## src/rtl/cfd_pkg.sv

```systemverilog
// Shared types and constants for the CPPM frame decoder.
// No dependencies; used by every other file in rtl/.
package cfd_pkg;

    localparam int RegAddrBits = 4;   // four 32-bit registers at byte offsets 0..12
    localparam int DataBits    = 32;

    typedef enum logic [1:0] {
        REG_ENABLE  = 2'd0,
        REG_GAP     = 2'd1,
        REG_MIN     = 2'd2,
        REG_MAX     = 2'd3
    } reg_index_t;

    typedef enum logic {
        OP_CAPTURE = 1'b0,
        OP_CLEAR   = 1'b1
    } op_t;

    typedef enum logic [2:0] {
        EV_FRAME    = 3'd0,
        EV_CHANNEL  = 3'd1,
        EV_REJECT   = 3'd2,
        EV_NONE     = 3'd3,
        EV_OVERFLOW = 3'd4
    } event_kind_t;

    localparam logic [15:0] GapReset = 16'd3000;
    localparam logic [15:0] MinReset = 16'd800;
    localparam logic [15:0] MaxReset = 16'd2200;
    localparam logic [15:0] WidthSat = 16'hFFFF;

    typedef struct packed {
        logic        enable;
        logic [15:0] gap_threshold;
        logic [15:0] min_pulse;
        logic [15:0] max_pulse;
    } cfg_t;

    typedef struct packed {
        event_kind_t kind;
        logic [3:0]  channel_index;
        logic [15:0] pulse_width;
        logic [15:0] decoded_mask;
        logic        frame_valid;
        logic [31:0] frame_time;
    } result_t;

endpackage

```

## src/rtl/cfd_apb_regs.sv

```systemverilog
// APB configuration registers of the CPPM frame decoder.
// Depends on cfd_pkg (register indexes, reset values, cfg_t).
module cfd_apb_regs
(
    input  logic                             clk,
    input  logic                             rst_n,
    input  logic                             psel,
    input  logic                             penable,
    input  logic                             pwrite,
    input  logic [cfd_pkg::RegAddrBits-1:0]  paddr,
    input  logic [cfd_pkg::DataBits-1:0]     pwdata,
    output logic [cfd_pkg::DataBits-1:0]     prdata,
    output logic                             pready,
    output cfd_pkg::cfg_t                    cfg
);

    cfd_pkg::cfg_t      cfg_reg;
    cfd_pkg::reg_index_t idx;
    logic               wr_en;

    assign idx    = cfd_pkg::reg_index_t'(paddr[3:2]);
    assign pready = 1'b1;
    assign wr_en  = psel && penable && pwrite;
    assign cfg    = cfg_reg;

    always_ff @(posedge clk or negedge rst_n)
    begin
        if (!rst_n)
        begin
            cfg_reg.enable        <= 1'b0;
            cfg_reg.gap_threshold <= cfd_pkg::GapReset;
            cfg_reg.min_pulse     <= cfd_pkg::MinReset;
            cfg_reg.max_pulse     <= cfd_pkg::MaxReset;
        end
        else if (wr_en)
        begin
            unique case (idx)
                cfd_pkg::REG_ENABLE: cfg_reg.enable        <= pwdata[0];
                cfd_pkg::REG_GAP:    cfg_reg.gap_threshold <= pwdata[15:0];
                cfd_pkg::REG_MIN:    cfg_reg.min_pulse     <= pwdata[15:0];
                cfd_pkg::REG_MAX:    cfg_reg.max_pulse     <= pwdata[15:0];
                default: ;
            endcase
        end
    end

    always_comb
    begin
        unique case (idx)
            cfd_pkg::REG_ENABLE: prdata = {31'd0, cfg_reg.enable};
            cfd_pkg::REG_GAP:    prdata = {16'd0, cfg_reg.gap_threshold};
            cfd_pkg::REG_MIN:    prdata = {16'd0, cfg_reg.min_pulse};
            cfd_pkg::REG_MAX:    prdata = {16'd0, cfg_reg.max_pulse};
            default:             prdata = '0;
        endcase
    end

endmodule

```

## src/rtl/cfd_decode.sv

```systemverilog
// Decoder state and its next-state logic for the CPPM frame decoder.
// Depends on cfd_pkg (op_t, event_kind_t, cfg_t, result_t).
module cfd_decode
#(
    parameter int COUNTER_BITS = 16,
    parameter int MAX_CHANNELS = 16
)
(
    input  logic                clk,
    input  logic                rst_n,
    input  logic                fire,
    input  logic                operation,
    input  logic [15:0]         capture_value,
    input  logic [31:0]         now_time,
    input  cfd_pkg::cfg_t       cfg,
    output cfd_pkg::result_t    result
);

    // usable channels are bounded by the 16-bit mask
    localparam int ChanLimit = (MAX_CHANNELS > 16) ? 16 : MAX_CHANNELS;

    logic [15:0] prev_reg,       prev_next;
    logic [4:0]  next_chan_reg,  next_chan_next;
    logic        frame_ok_reg,   frame_ok_next;
    logic [15:0] mask_reg,       mask_next;
    logic [31:0] frame_time_reg, frame_time_next;

    logic [31:0]             cap_wide;
    logic [31:0]             prev_wide;
    logic [COUNTER_BITS-1:0] interval;
    logic [31:0]             interval_wide;
    logic                    is_gap;
    logic                    in_range;
    logic                    has_room;
    cfd_pkg::event_kind_t    kind;
    logic [3:0]              chan;
    logic [15:0]             width;

    assign cap_wide      = {16'd0, capture_value};
    assign prev_wide     = {16'd0, prev_reg};
    // modulo-2^COUNTER_BITS difference handles counter wrap
    assign interval      = cap_wide[COUNTER_BITS-1:0] - prev_wide[COUNTER_BITS-1:0];
    assign interval_wide = 32'(interval);
    assign is_gap        = interval_wide > {16'd0, cfg.gap_threshold};
    assign in_range      = (interval_wide > {16'd0, cfg.min_pulse})
                        && (interval_wide < {16'd0, cfg.max_pulse});
    assign has_room      = next_chan_reg < 5'(ChanLimit);

    always_comb
    begin
        prev_next       = prev_reg;
        next_chan_next  = next_chan_reg;
        frame_ok_next   = frame_ok_reg;
        mask_next       = mask_reg;
        frame_time_next = frame_time_reg;
        kind            = cfd_pkg::EV_NONE;
        chan            = 4'd0;
        width           = 16'd0;

        if (cfd_pkg::op_t'(operation) == cfd_pkg::OP_CLEAR)
        begin
            mask_next = 16'd0;
        end
        else
        begin
            width     = (interval_wide > 32'(cfd_pkg::WidthSat)) ? cfd_pkg::WidthSat
                                                                  : interval_wide[15:0];
            prev_next = capture_value;
            if (cfg.enable)
            begin
                if (is_gap)
                begin
                    frame_time_next = now_time;
                    next_chan_next  = 5'd0;
                    frame_ok_next   = 1'b1;
                    kind            = cfd_pkg::EV_FRAME;
                end
                else if (in_range && frame_ok_reg)
                begin
                    if (has_room)
                    begin
                        chan           = next_chan_reg[3:0];
                        mask_next      = mask_reg | (16'd1 << chan);
                        next_chan_next = next_chan_reg + 5'd1;
                        kind           = cfd_pkg::EV_CHANNEL;
                    end
                    else
                    begin
                        kind = cfd_pkg::EV_OVERFLOW;
                    end
                end
                else
                begin
                    frame_ok_next = 1'b0;
                    kind          = cfd_pkg::EV_REJECT;
                end
            end
        end
    end

    always_ff @(posedge clk or negedge rst_n)
    begin
        if (!rst_n)
        begin
            prev_reg       <= '0;
            next_chan_reg  <= '0;
            frame_ok_reg   <= 1'b0;
            mask_reg       <= '0;
            frame_time_reg <= '0;
        end
        else if (fire)
        begin
            prev_reg       <= prev_next;
            next_chan_reg  <= next_chan_next;
            frame_ok_reg   <= frame_ok_next;
            mask_reg       <= mask_next;
            frame_time_reg <= frame_time_next;
        end
    end

    assign result.kind          = kind;
    assign result.channel_index = chan;
    assign result.pulse_width   = width;
    assign result.decoded_mask  = mask_next;
    assign result.frame_valid   = frame_ok_next;
    assign result.frame_time    = frame_time_next;

endmodule

```

## src/rtl/cppm_frame_decoder_core.sv

```systemverilog
// Top level of the CPPM frame decoder: input register, decode step, result register.
// Depends on cfd_pkg, cfd_apb_regs and cfd_decode.
//
// Usage notes:
//  - Input channel (in_valid / in_stall): one item per capture event or mask
//    clear. An item is taken at a clock edge with in_valid high, in_stall low.
//  - Output channel (out_valid / out_stall): exactly one result item per
//    input item, in order.
//  - The item lands in the input register at the accepting edge and its result
//    in the result register when it moves on (fire), which waits while a
//    stalled result holds the result register. Throughput: 1 item per cycle
//    while out_stall stays low; the decode step is one subtract and five
//    compares between the two registers.
//  - A stalled result holds in the result register while one more item can
//    wait in the input register; in_stall rises only when both are full.
//  - Reset (rst_n low, async) empties both stages, clears decoder state to
//    zero and loads register defaults: disabled, gap 3000, min 800, max 2200.
//  - Configuration goes through the APB port (always ready). The user keeps it
//    written only while no item is in flight; the block does not enforce this.
module cppm_frame_decoder_core
#(
    parameter int COUNTER_BITS = 16,
    parameter int MAX_CHANNELS = 16
)
(
    input  logic        clk,
    input  logic        rst_n,
    // configuration
    input  logic        psel,
    input  logic        penable,
    input  logic        pwrite,
    input  logic [3:0]  paddr,
    input  logic [31:0] pwdata,
    output logic [31:0] prdata,
    output logic        pready,
    // input items
    input  logic        in_valid,
    output logic        in_stall,
    input  logic        operation,
    input  logic [15:0] capture_value,
    input  logic [31:0] now_time,
    // result items
    output logic        out_valid,
    input  logic        out_stall,
    output logic [2:0]  event_kind,
    output logic [3:0]  channel_index,
    output logic [15:0] pulse_width,
    output logic [15:0] decoded_mask,
    output logic        frame_valid,
    output logic [31:0] frame_time
);

    cfd_pkg::cfg_t    cfg;
    cfd_pkg::result_t step_result;

    // input stage
    logic        s1_valid_reg, s1_valid_next;
    logic        s1_op_reg;
    logic [15:0] s1_cap_reg;
    logic [31:0] s1_now_reg;

    // result stage
    logic             out_valid_reg, out_valid_next;
    cfd_pkg::result_t res_reg;

    logic in_take;   // item enters the input stage
    logic out_free;  // result register can load this cycle
    logic fire;      // item moves from input stage to result register

    assign out_free = !out_valid_reg || !out_stall;
    assign fire     = s1_valid_reg && out_free;
    assign in_stall = s1_valid_reg && !out_free;
    assign in_take  = in_valid && !in_stall;

    assign s1_valid_next  = in_take || (s1_valid_reg && !fire);
    assign out_valid_next = out_free ? s1_valid_reg : out_valid_reg;

    cfd_apb_regs u_regs
    (
        .clk     (clk),
        .rst_n   (rst_n),
        .psel    (psel),
        .penable (penable),
        .pwrite  (pwrite),
        .paddr   (paddr),
        .pwdata  (pwdata),
        .prdata  (prdata),
        .pready  (pready),
        .cfg     (cfg)
    );

    cfd_decode
    #(
        .COUNTER_BITS (COUNTER_BITS),
        .MAX_CHANNELS (MAX_CHANNELS)
    )
    u_decode
    (
        .clk           (clk),
        .rst_n         (rst_n),
        .fire          (fire),
        .operation     (s1_op_reg),
        .capture_value (s1_cap_reg),
        .now_time      (s1_now_reg),
        .cfg           (cfg),
        .result        (step_result)
    );

    always_ff @(posedge clk or negedge rst_n)
    begin
        if (!rst_n)
        begin
            s1_valid_reg  <= 1'b0;
            out_valid_reg <= 1'b0;
        end
        else
        begin
            s1_valid_reg  <= s1_valid_next;
            out_valid_reg <= out_valid_next;
        end
    end

    // payload registers, no reset
    always_ff @(posedge clk)
    begin
        if (in_take)
        begin
            s1_op_reg  <= operation;
            s1_cap_reg <= capture_value;
            s1_now_reg <= now_time;
        end
        if (fire)
        begin
            res_reg <= step_result;
        end
    end

    assign out_valid     = out_valid_reg;
    assign event_kind    = res_reg.kind;
    assign channel_index = res_reg.channel_index;
    assign pulse_width   = res_reg.pulse_width;
    assign decoded_mask  = res_reg.decoded_mask;
    assign frame_valid   = res_reg.frame_valid;
    assign frame_time    = res_reg.frame_time;

endmodule

```

## config.mk

```make
export PLATFORM = sky130hd
export DESIGN_NAME = cppm_frame_decoder_core
export DESIGN_NICKNAME = d
export VERILOG_FILES = /design/src/rtl/cfd_pkg.sv /design/src/rtl/cfd_apb_regs.sv /design/src/rtl/cfd_decode.sv /design/src/rtl/cppm_frame_decoder_core.sv
export SDC_FILE = /design/constraint.sdc
export NUM_CORES = 1
export LEC_CHECK = 0
export ABC_CLOCK_PERIOD_IN_PS = 10210
export BUFFER_PORTS_ARGS = -buffer_cell sky130_fd_sc_hd__buf_2
export CORE_MARGIN = 1.5
export CORE_UTILIZATION = 45
export DETAILED_ROUTE_END_ITERATION = 8
export MAX_ROUTING_LAYER = met4
export PLACE_DENSITY = 0.78
export SYNTH_ARGS = -nofsm -noshare
export SYNTH_HDL_FRONTEND = slang
export SYNTH_SLANG_ARGS = --single-unit
```

## constraint.sdc

```tcl
create_clock -name clk -period 10.21 [get_ports clk]
set_clock_uncertainty 0.2 [all_clocks]
set_input_delay 1.5315 -clock clk [delete_from_list [all_inputs] [get_ports clk]]
set_output_delay 1.5315 -clock clk [all_outputs]
set_load 0.005 [all_outputs]
```

==> flow_metrics.py, run 1 <==
metrics = {
    "outcome": {
        "outcome": "complete, no violations",
    },
    "clock_network": {
        "clkTransAtPathRegs_ps": 60,
        "clkLatencyLatePin_ps": 520,
        "cts_sinks": 242,
        "hold_buffers": 0,
        "cts_setup_buffers": 0,
        "clock_path_buffers": 3,
        "cts_root_buffer": "clkbuf_16",
        "cts_buffers": 26,
        "cts_tree": "done",
        "h-tree-depth": 1,
        "ctsResizeCount": 0,
    },
    "worst_hold_path": {
        "hold_path.class": "reg2reg",
    },
    "worst_setup_path": {
        "critPathArrivalTime_ps": 5590,
        "endpoint_kind": "flop",
        "worstSetupStartpointType": "flop",
        "criticalPathCategory": "reg2reg",
        "path_max_fanout": 32,
        "critPathRequiredTime_ps": 10270,
    },
    "logic_synthesis": {
        "synth.top_cell.area_share": 0.308,
        "netlist_instances": 935,
        "synthTopCellsByArea": "edfxtp_1 31%, dfrtp_1 23%, mux2_4 7.5%, ha_1 7.2%, mux2_2 4.0%",
        "synth_flop_cell": "edfxtp_1",
        "synth.distinct_cells": 66,
        "synth.cell_area_mm2": 0.0118,
        "async_reset_ff_frac": 0.500,
        "synth-edff-count": 121,
        "syn_area_per_cell_um2": 12.6,
        "synth_seq_cells": 242,
        "netlist.top_cell.by_area": "edfxtp_1",
        "yosys_warnings": 0,
        "synth-seq-area-share": 0.567,
    },
    "placement": {
        "io_buffers": 163,
        "dp.final_hpwl_mm": 17.6,
        "post-place-ws_ps": 4790,
        "place_congestion": 0.886,
    },
    "sta": {
        "fmax_mhz": 181,
        "finalWorstSetupSlack_ps": 4680,
        "slew_headroom": 0.299,
        "tns_ps": 0,
        "rsz0062_at_grt": "no",
        "finalSetupViolCount": 0,
        "hold_viol_final": 0,
        "worst_slew_pin_slew_ps": 1050,
        "drv_slew": 0,
        "min_period_ps": 5530,
        "holdWs_ps": 279,
        "period_share": 0.542,
    },
    "final_layout": {
        "drive_gt1_frac": 0.312,
        "layout_commonest_cell": "buf_2",
        "finalNetCount": 1262,
        "syn_to_final_growth_pct": 16.3,
        "mostFrequentLayoutCells": "162 x buf_2, 121 x edfxtp_1, 107 x dfrtp_1",
        "largest_reg_flops": 49,
    },
    "grt": {
        "grt_pass1_vias": 7467,
        "grtUsageMet1": 0.254,
        "top_usage_layer": "met2",
        "antenna_found_initial": 1,
        "grt_pass1_wl_mm": 39.9,
        "grt_use_met2": 0.321,
        "grt_max_degree": 74,
        "grt_overflow": 0,
        "met3_usage": 0.0244,
        "grtUsageTotal": 0.195,
    },
    "power": {
        "seqPwrFrac": 0.409,
        "combPwrFrac": 0.315,
        "p_sw_uw": 1050,
        "ir_drop_v": 0.000152,
        "p_int_uw": 2320,
        "p_leak_uw": 0.00601,
        "pwr_density_cell_mw_per_mm2": 246,
        "netSwitchingFraction": 0.311,
        "pwr-share-clk": 0.276,
    },
    "detailed_routing": {
        "ant_nets": 0,
        "drt-vias-per-instance": 5.24,
        "post_drt_wl_per_cell_um": 17.6,
        "dr.pass1.iters": 5,
        "vias": 7636,
        "drc": 0,
        "detail_route.wirelength_mm": 25.6,
        "drtIter0Drc": 540,
    },
    "floorplanning": {
        "die_area_mm2": 0.0272,
        "ioPinCount": 199,
        "chipWidth_um": 165,
        "fp-row-count": 59,
        "die_h_um": 165,
        "initial_core_util": 0.455,
        "coreArea_mm2": 0.0259,
    },
    "run": {
        "maxCapViolations": 0,
    },
}
[path summary, 6_finish.rpt]
path / from / slack, ps / depth (start not counted) / to
hold reg to reg: u_decode.mask_reg[15]$_DFFE_PN0P_ / 280 / 2 / u_decode.mask_reg[15]$_DFFE_PN0P_
min in group asynchronous: rst_n / 860 / 1 / u_regs.cfg[23]$_DFFE_PN0P_
hold / removal: u_decode.mask_reg[15]$_DFFE_PN0P_ / 280 / 2 / u_decode.mask_reg[15]$_DFFE_PN0P_
setup reg to reg: s1_cap_reg[0]$_DFFE_PP_ / 4680 / 19 / frame_time[22]$_DFFE_PP_
setup / recovery: s1_cap_reg[0]$_DFFE_PP_ / 4680 / 19 / frame_time[22]$_DFFE_PP_
max in group asynchronous: rst_n / 7560 / 2 / u_decode.frame_time_reg[11]$_DFFE_PN0P_
[cell type report]
class                           instances  area, um^2
Clock buffer                           34         722
Antenna cell                            2        5.00
Sequential cell                       242        6680
Clock inverter                         14         126
Inverter                               91         342
Multi-Input combinational cell        568        4520
Timing Repair Buffer                  172         886
Fill cell                            2207       12200
Tap cell                              335         419
[synth_stat cells, types with 14 or more instances]
cell type and n:
a22o_1 16, clkbuf_1 23, nand3_1 17, mux2_4 59
inv_1 91, nor2b_1 23, o21ai_0 63, dfstp_2 14
edfxtp_1 121, nor2_1 22, nand2_1 89, dfrtp_1 107
ha_1 68, a21oi_1 29, buf_4 18, mux2_2 42
[per-layer routing]
layer | wire length, um | up-vias | share of wire
li1 | - | 3621 | -
met1 | 11200 | 3783 | 0.44
met2 | 12700 | 202 | 0.50
met3 | 1260 | 30 | 0.049
met4 | 453 | 0 | 0.018
met5 | 0 | - | 0
[cell families (layout without fill, tap and decap cells)]
kind of cell    Yosys count  after routing  synth area share
mux                     103            103             0.118
buf+inv                 140            311            0.0549
fa+ha+maj                69             69            0.0739
simple gates            195            195            0.0809
other cells               2             19          0.000637
xor+xnor                 14             14            0.0104
flops                   242            242             0.567
compound gates          170            170            0.0947
[worst max-delay path: stages (launching register included)]
cell      delay [ps]
edfxtp_1         340
inv_1             50
ha_1             220
fa_1             400
nand2b_1         180
a21oi_1          210
o21ai_0          190
o21ai_1          220
a211oi_1         130
a211oi_1         350
xor2_1           350
ha_1             310
and3_1           200
and3_1           170
a221o_1          360
a21oi_2          170
a22o_1           440
nor2_4            60
buf_4            310
mux2_4           370
[through the flow]
stage / power [uW] / util / cells / instance area (um^2)
2_1_floorplan: 2150 / - / 950 / 11800
3_3_place_gp: 2410 / 0.496 / 1408 / 12800
3_5_place_dp: 2450 / 0.496 / 1408 / 12800
4_1_cts: 3400 / 0.529 / 1456 / 13700
5_1_grt: 3590 / 0.529 / 1457 / 13700
6_report: 3370 / 0.529 / 1458 / 13700
[power groups by stage]
stage          logic (uW)  registers, uW  clock network (uW)
2_1_floorplan         791           1360                   0
3_3_place_gp         1030           1380                   0
3_5_place_dp         1060           1390                   0
4_1_cts              1070           1380                 954
5_1_grt              1190           1400                 994
6_report             1060           1380                 931
Note: power is estimated with default switching activity, not from simulation.
==> run 2: changes to the inputs <==
- ABC_AREA: unset -> 1
- ABC_CLOCK_PERIOD_IN_PS: 10210 -> 5000
- PLACE_DENSITY: 0.78 -> 0.81
- clock period: 10.21 -> 5 ns (I/O delays scaled with it)
==> run 2 against run 1 <==
Utilization up 0.62 points; maximum frequency up 18%; setup slack worse by 4400 ps; global-route usage up 0.70 points; design area up 1.5%; synthesized cell count up 34%; final cell count up 22%; sequential power up 100%; combinational power up 150%; clock-buffer cell count up 5.
==> flow_metrics.py, run 2 <==
metrics = {
    "outcome": {
        "outcome": "complete, no violations",
    },
    "detailed_routing": {
        "wl_met1_mm": 11.4,
        "ant_nets": 0,
        "post_drt_wl_per_cell_um": 15.1,
        "drt-vias-per-instance": 4.99,
        "detail_route.wirelength_mm": 26.8,
        "drc": 0,
        "vias": 8848,
        "dr.pass1.iters": 5,
        "wl_met3_mm": 1.25,
        "highest_layer": "met4",
        "drtIter0Drc": 689,
        "route.met2.wl_mm": 13.4,
    },
    "worst_setup_path": {
        "worstSetupStartpointType": "flop",
        "cp_slowest_cell": "fa_1",
        "path_max_fanout": 32,
        "cp.depth": 21,
        "criticalPathCategory": "reg2reg",
        "worstReg2RegStart": "s1_cap_reg[0]$_DFFE_PP_",
        "worst_r2r_endpoint": "frame_time[15]$_DFFE_PP_",
        "critical_path.top_delay_family": "simple AND/OR/NAND/NOR gates",
        "critPathArrivalTime_ps": 4780,
        "endpoint_kind": "flop",
        "path_cells": "inv_1 > ha_1 > fa_1 > inv_1 > nand3_1 > nand2_1 > a21boi_0 > o21ai_0 > a21oi_1 > xor2_1 > inv_1 > ha_1 > nand4_1 > nor3_2 > nand2_1 > nand2_2 > nand2_4 > nor2_4 > buf_4 > nand2_1 > and2_1",
        "r2r_cells": 21,
        "critPathRequiredTime_ps": 5080,
        "max_stage_delay_ps": 390,
        "r2r_slack_ps": 290,
        "critPathBufInv": 4,
    },
    "floorplanning": {
        "fp-row-count": 59,
        "die_h_um": 166,
        "die_area_mm2": 0.0274,
        "ioPinCount": 199,
        "coreArea_mm2": 0.0260,
        "chipWidth_um": 166,
        "initial_core_util": 0.457,
    },
    "clock_network": {
        "cts_buffers": 27,
        "hold_buffers": 0,
        "clock_path_buffers": 3,
        "cts_sinks": 242,
        "cts_tree": "done",
        "clkLatencyLatePin_ps": 530,
        "h-tree-depth": 1,
        "clkTransAtPathRegs_ps": 60,
        "cts_setup_buffers": 0,
        "cts_root_buffer": "clkbuf_16",
        "ctsResizeCount": 0,
    },
    "logic_synthesis": {
        "synth.cell_area_mm2": 0.0119,
        "synthTopCellsByArea": "edfxtp_1 31%, dfrtp_1 23%, nand2_1 8.1%, ha_1 7.2%, inv_1 7.1%",
        "synthAdderAreaFrac": 0.0733,
        "async_reset_ff_frac": 0.500,
        "synthSimpleGateAreaFrac": 0.158,
        "synth-seq-area-share": 0.562,
        "netlist_instances": 1251,
        "netlist.top_cell.by_area": "edfxtp_1",
        "yosys.area_share.xor_xnor": 0.0111,
        "synth_top_family_by_area": "simple AND/OR/NAND/NOR gates",
        "synth_flop_cell": "edfxtp_1",
        "yosysMostFrequentCell": "nand2_1",
        "synth-edff-count": 121,
        "synth_common_cells": "255 x nand2_1, 225 x inv_1, 121 x edfxtp_1",
        "synth_seq_cells": 242,
        "synth_compound_area_frac": 0.0949,
        "synth.distinct_cells": 43,
        "synth.top_cell.area_share": 0.306,
        "synth_mux_area_frac": 0.00189,
        "syn_area_per_cell_um2": 9.50,
        "yosys_warnings": 0,
    },
    "power": {
        "p_total_uw": 7460,
        "p_leak_uw": 0.00657,
        "ir_drop_v": 0.000283,
        "pwr_density_cell_mw_per_mm2": 537,
    },
    "sta": {
        "finalSetupViolCount": 0,
        "finalWorstSetupSlack_ps": 295,
        "drv_slew": 0,
        "hold_viol_final": 0,
        "min_period_ps": 4710,
        "worst_slew_pin_slew_ps": 834,
        "slew_headroom": 0.444,
        "rsz0062_at_grt": "no",
        "period_share": 0.941,
        "tns_ps": 0,
        "fmax_mhz": 213,
    },
    "grt": {
        "grt_overflow": 0,
        "grt_max_degree": 83,
        "grt_pass1_vias": 8676,
        "grtUsageTotal": 0.202,
        "grt_pass1_wl_mm": 42.2,
        "antenna_found_initial": 1,
    },
    "final_layout": {
        "mostFrequentLayoutCells": "255 x nand2_1, 224 x inv_1, 162 x buf_2",
        "layout_commonest_cell": "nand2_1",
        "drive_gt1_frac": 0.173,
        "post-route-util": 0.535,
        "largest_reg_flops": 49,
        "finalNetCount": 1577,
        "fin_cells": 1773,
        "nFillCells": 2256,
        "syn_to_final_growth_pct": 17.0,
    },
    "placement": {
        "io_buffers": 163,
        "place_congestion": 0.903,
        "placed_cells": 1722,
        "dp.final_hpwl_mm": 18.5,
        "post-place-ws_ps": 377,
    },
    "run": {
        "maxCapViolations": 0,
    },
    "worst_hold_path": {
        "hold_path.class": "in2async",
    },
}
==> run 2: per-layer routing <==
metal	up-vias	track usage
met5	-	-
met2	261	0.343
met1	4177	0.247
li1	4361	-
met4	0	0.0743
met3	49	0.0242
==> run 2: worst reg2reg max path: cells and delay by family, from the launching register on <==
kind,cells,cell delay (ps)
AO/OA/AOI/OAI,3,630
buffers and inverters,4,620
adder cells (fa/ha/maj),3,960
AND/OR/NAND/NOR,10,1480
XOR/XNOR,1,240
flip-flops,1,330
==> run 2: cell type report <==
cell class	instances	area (um^2)	share of cell area
Antenna cell	1	2.50	0.000180
Inverter	226	851	0.0612
Clock inverter	11	169	0.0121
Multi-Input combinational cell	744	4110	0.295
Sequential cell	242	6680	0.480
Clock buffer	39	771	0.0554
Timing Repair Buffer	175	908	0.0653
Tap cell	335	419	0.0301
==> run 2: stage by stage <==
step                cell area, um^2  hold WS, ps
floorplan                     11900          234
global placement              13000          273
detailed placement            13000          287
CTS                           13900         11.9
global route                  13900         43.7
finish                        13900         13.0
==> run 2: logic make-up (layout without fill, tap and decap cells) <==
kind of cell / count (synthesis) / in the layout
AO/OA/AOI/OAI: 206 / 206
flip-flops: 242 / 242
XOR/XNOR: 15 / 15
multiplexers: 2 / 2
buffers and inverters: 280 / 451
AND/OR/NAND/NOR: 435 / 435
other: 2 / 18
adder cells (fa/ha/maj): 69 / 69
==> run 2: how the worst max path moves through the flow <==
stage                            start                              to
2_1_floorplan                out_stall  channel_index[0]$_SDFFCE_PP0P_
3_3_place_gp   s1_cap_reg[0]$_DFFE_PP_         frame_time[7]$_DFFE_PP_
3_5_place_dp   s1_cap_reg[0]$_DFFE_PP_        frame_time[12]$_DFFE_PP_
4_1_cts        s1_cap_reg[0]$_DFFE_PP_        frame_time[15]$_DFFE_PP_
5_1_grt        s1_cap_reg[0]$_DFFE_PP_        frame_time[26]$_DFFE_PP_
6_report       s1_cap_reg[0]$_DFFE_PP_        frame_time[15]$_DFFE_PP_
==> run 2: report_power, final <==
part	leakage, uW	switching (uW)	internal (uW)	total [uW]
combinational	0.00345	1660	939	2600
sequential	0.00267	160	2640	2800
clock	0.000446	787	1280	2060
==> run 3: changes to the inputs <==
- CORE_UTILIZATION: 45 -> 51
- PLACE_DENSITY: 0.81 -> 0.88
==> run 3 against run 2 <==
Sequential cell count did not move; routed wire length fell by 3.1%; die area fell by 12%; first-iteration DRC count fell by 18%; critical path depth did not move; sequential share of layout area rose by 0.56 points; utilization rose by 6.8 points; sequential power barely moved; global-route usage rose by 2.3 points; setup slack got worse by 53 ps.
==> flow_metrics.py, run 3 (synthesis results as in run 2) <==
metrics = {
    "outcome": {
        "outcome": "complete, no violations",
    },
    "detailed_routing": {
        "post_drt_wl_per_cell_um": 14.8,
        "vias": 8839,
        "drt-vias-per-instance": 5.06,
        "drtIter0Drc": 567,
        "dr.pass1.iters": 5,
        "ant_nets": 0,
        "drc": 0,
        "detail_route.wirelength_mm": 25.9,
    },
    "floorplanning": {
        "initial_core_util": 0.522,
        "ioPinCount": 199,
        "coreArea_mm2": 0.0228,
        "fp-row-count": 55,
        "die_area_mm2": 0.0242,
        "die_h_um": 156,
        "chipWidth_um": 156,
    },
    "sta": {
        "finalSetupViolCount": 0,
        "fmax_mhz": 210,
        "period_share": 0.952,
        "hold_viol_final": 0,
        "min_period_ps": 4760,
        "slew_headroom": 0.223,
        "worst_slew_pin_slew_ps": 1170,
        "rsz0062_at_grt": "no",
        "drv_slew": 0,
        "tns_ps": 0,
    },
    "final_layout": {
        "syn_to_final_growth_pct": 15.6,
        "largest_reg_flops": 49,
        "multi_input_area_mm2": 0.00411,
        "mostFrequentLayoutCells": "255 x nand2_1, 224 x inv_1, 162 x buf_2",
        "final_area_mm2": 0.0137,
        "nFillCells": 1858,
        "post-route-util": 0.603,
        "layout_commonest_cell": "nand2_1",
        "finalNetCount": 1575,
        "drive_gt1_frac": 0.169,
        "regArea_mm2": 0.00668,
    },
    "placement": {
        "place_congestion": 0.941,
        "placed_cell_area_mm2": 0.0129,
        "dp.final_hpwl_mm": 18.1,
        "io_buffers": 163,
    },
    "clock_network": {
        "h-tree-depth": 1,
        "cts_buffers": 25,
        "clock_path_buffers": 3,
        "cts_tree": "done",
        "cts_root_buffer": "clkbuf_16",
        "clkLatencyLatePin_ps": 520,
        "clkTransAtPathRegs_ps": 60,
        "cts_sinks": 242,
    },
    "power": {
        "p_leak_uw": 0.00651,
        "pwr_density_cell_mw_per_mm2": 525,
        "ir_drop_v": 0.000322,
        "p_total_uw": 7220,
    },
    "grt": {
        "grt_max_degree": 64,
        "grtUsageTotal": 0.225,
        "grt_pass1_wl_mm": 42.2,
        "antenna_found_initial": 2,
        "grt_pass1_vias": 8686,
        "grt_overflow": 0,
    },
    "worst_hold_path": {
        "hold_path.class": "in2reg",
    },
    "worst_setup_path": {
        "endpoint_kind": "flop",
        "criticalPathCategory": "reg2reg",
        "worstSetupStartpointType": "flop",
        "critPathArrivalTime_ps": 4830,
        "critPathRequiredTime_ps": 5070,
        "path_max_fanout": 32,
    },
    "run": {
        "maxCapViolations": 0,
    },
}
-- run 3: path summary, 6_finish.rpt --
kind / slack (ps) / cells past startpoint / startpoint / end
max: 240 / 21 / s1_cap_reg[0]$_DFFE_PP_ / frame_time[14]$_DFFE_PP_
min: 200 / 1 / now_time[26] / s1_now_reg[26]$_DFFE_PP_
max reg2reg: 240 / 21 / s1_cap_reg[0]$_DFFE_PP_ / frame_time[14]$_DFFE_PP_
min reg2reg: 300 / 2 / s1_cap_reg[13]$_DFFE_PP_ / u_decode.prev_reg[13]$_DFFE_PN0P_
max in group asynchronous: 3070 / 3 / rst_n / u_decode.frame_time_reg[31]$_DFFE_PN0P_
min in group asynchronous: 540 / 2 / rst_n / u_regs.cfg[8]$_DFFE_PN0P_
-- run 3: what timing repair did --
| action | CTS | global route |
|---|---|---|
| hold endpoints to repair | 26 | 0 |
| gates resized for setup | 0 | 0 |
| buffers inserted | 0 | 0 |
| hold buffers | 1 | 0 |
-- run 3: power by group --
| part | switching (uW) | total, uW | internal [uW] |
|---|---|---|---|
| Sequential | 163 | 2800 | 2640 |
| Clock | 758 | 1820 | 1070 |
| Combinational | 1650 | 2590 | 937 |
-- run 3: worst max-delay path, cell delays in order, from the launching register on --
cell and delay (ps):
edfxtp_1 330, inv_1 50, ha_1 230, fa_1 400, inv_1 90, nand3_1 70
nand2_1 140, a21boi_0 150, o21ai_0 360, a21oi_1 150, xor2_1 280, inv_1 140
ha_1 310, nand4_1 120, nor3_2 280, nand2_1 110, nand2_2 150, nand2_4 130
nor2_4 90, buf_4 360, nand2_1 150, and2_1 200
-- run 3: metal layers --
metal  global-route usage  share of wire  up-vias
met4               0.0939          0.039        0
li1                     -              -     4342
met1                0.273           0.41     4117
met3               0.0303          0.053       79
met2                0.380           0.50      301
met5                    -              0        -
-- run 3: final cells by class --
class | instances | area share
well taps | 313 | 0.0285
clock inverters | 12 | 0.00847
repair buffers | 175 | 0.0663
flip-flops and latches | 242 | 0.486
multi-input cells | 744 | 0.299
diodes | 2 | 0.000364
clock buffers | 33 | 0.0499
inverters | 226 | 0.0619
-- run 3: per-stage QoR --
step / setup slack [ps] / hold WS [ps] / cells
floorplan: 924 / 234 / 1266
global placement: 604 / 274 / 1699
detailed placement: 362 / 287 / 1699
CTS: 324 / 180 / 1745
global route: 44.5 / 180 / 1747
finish: 242 / 205 / 1747
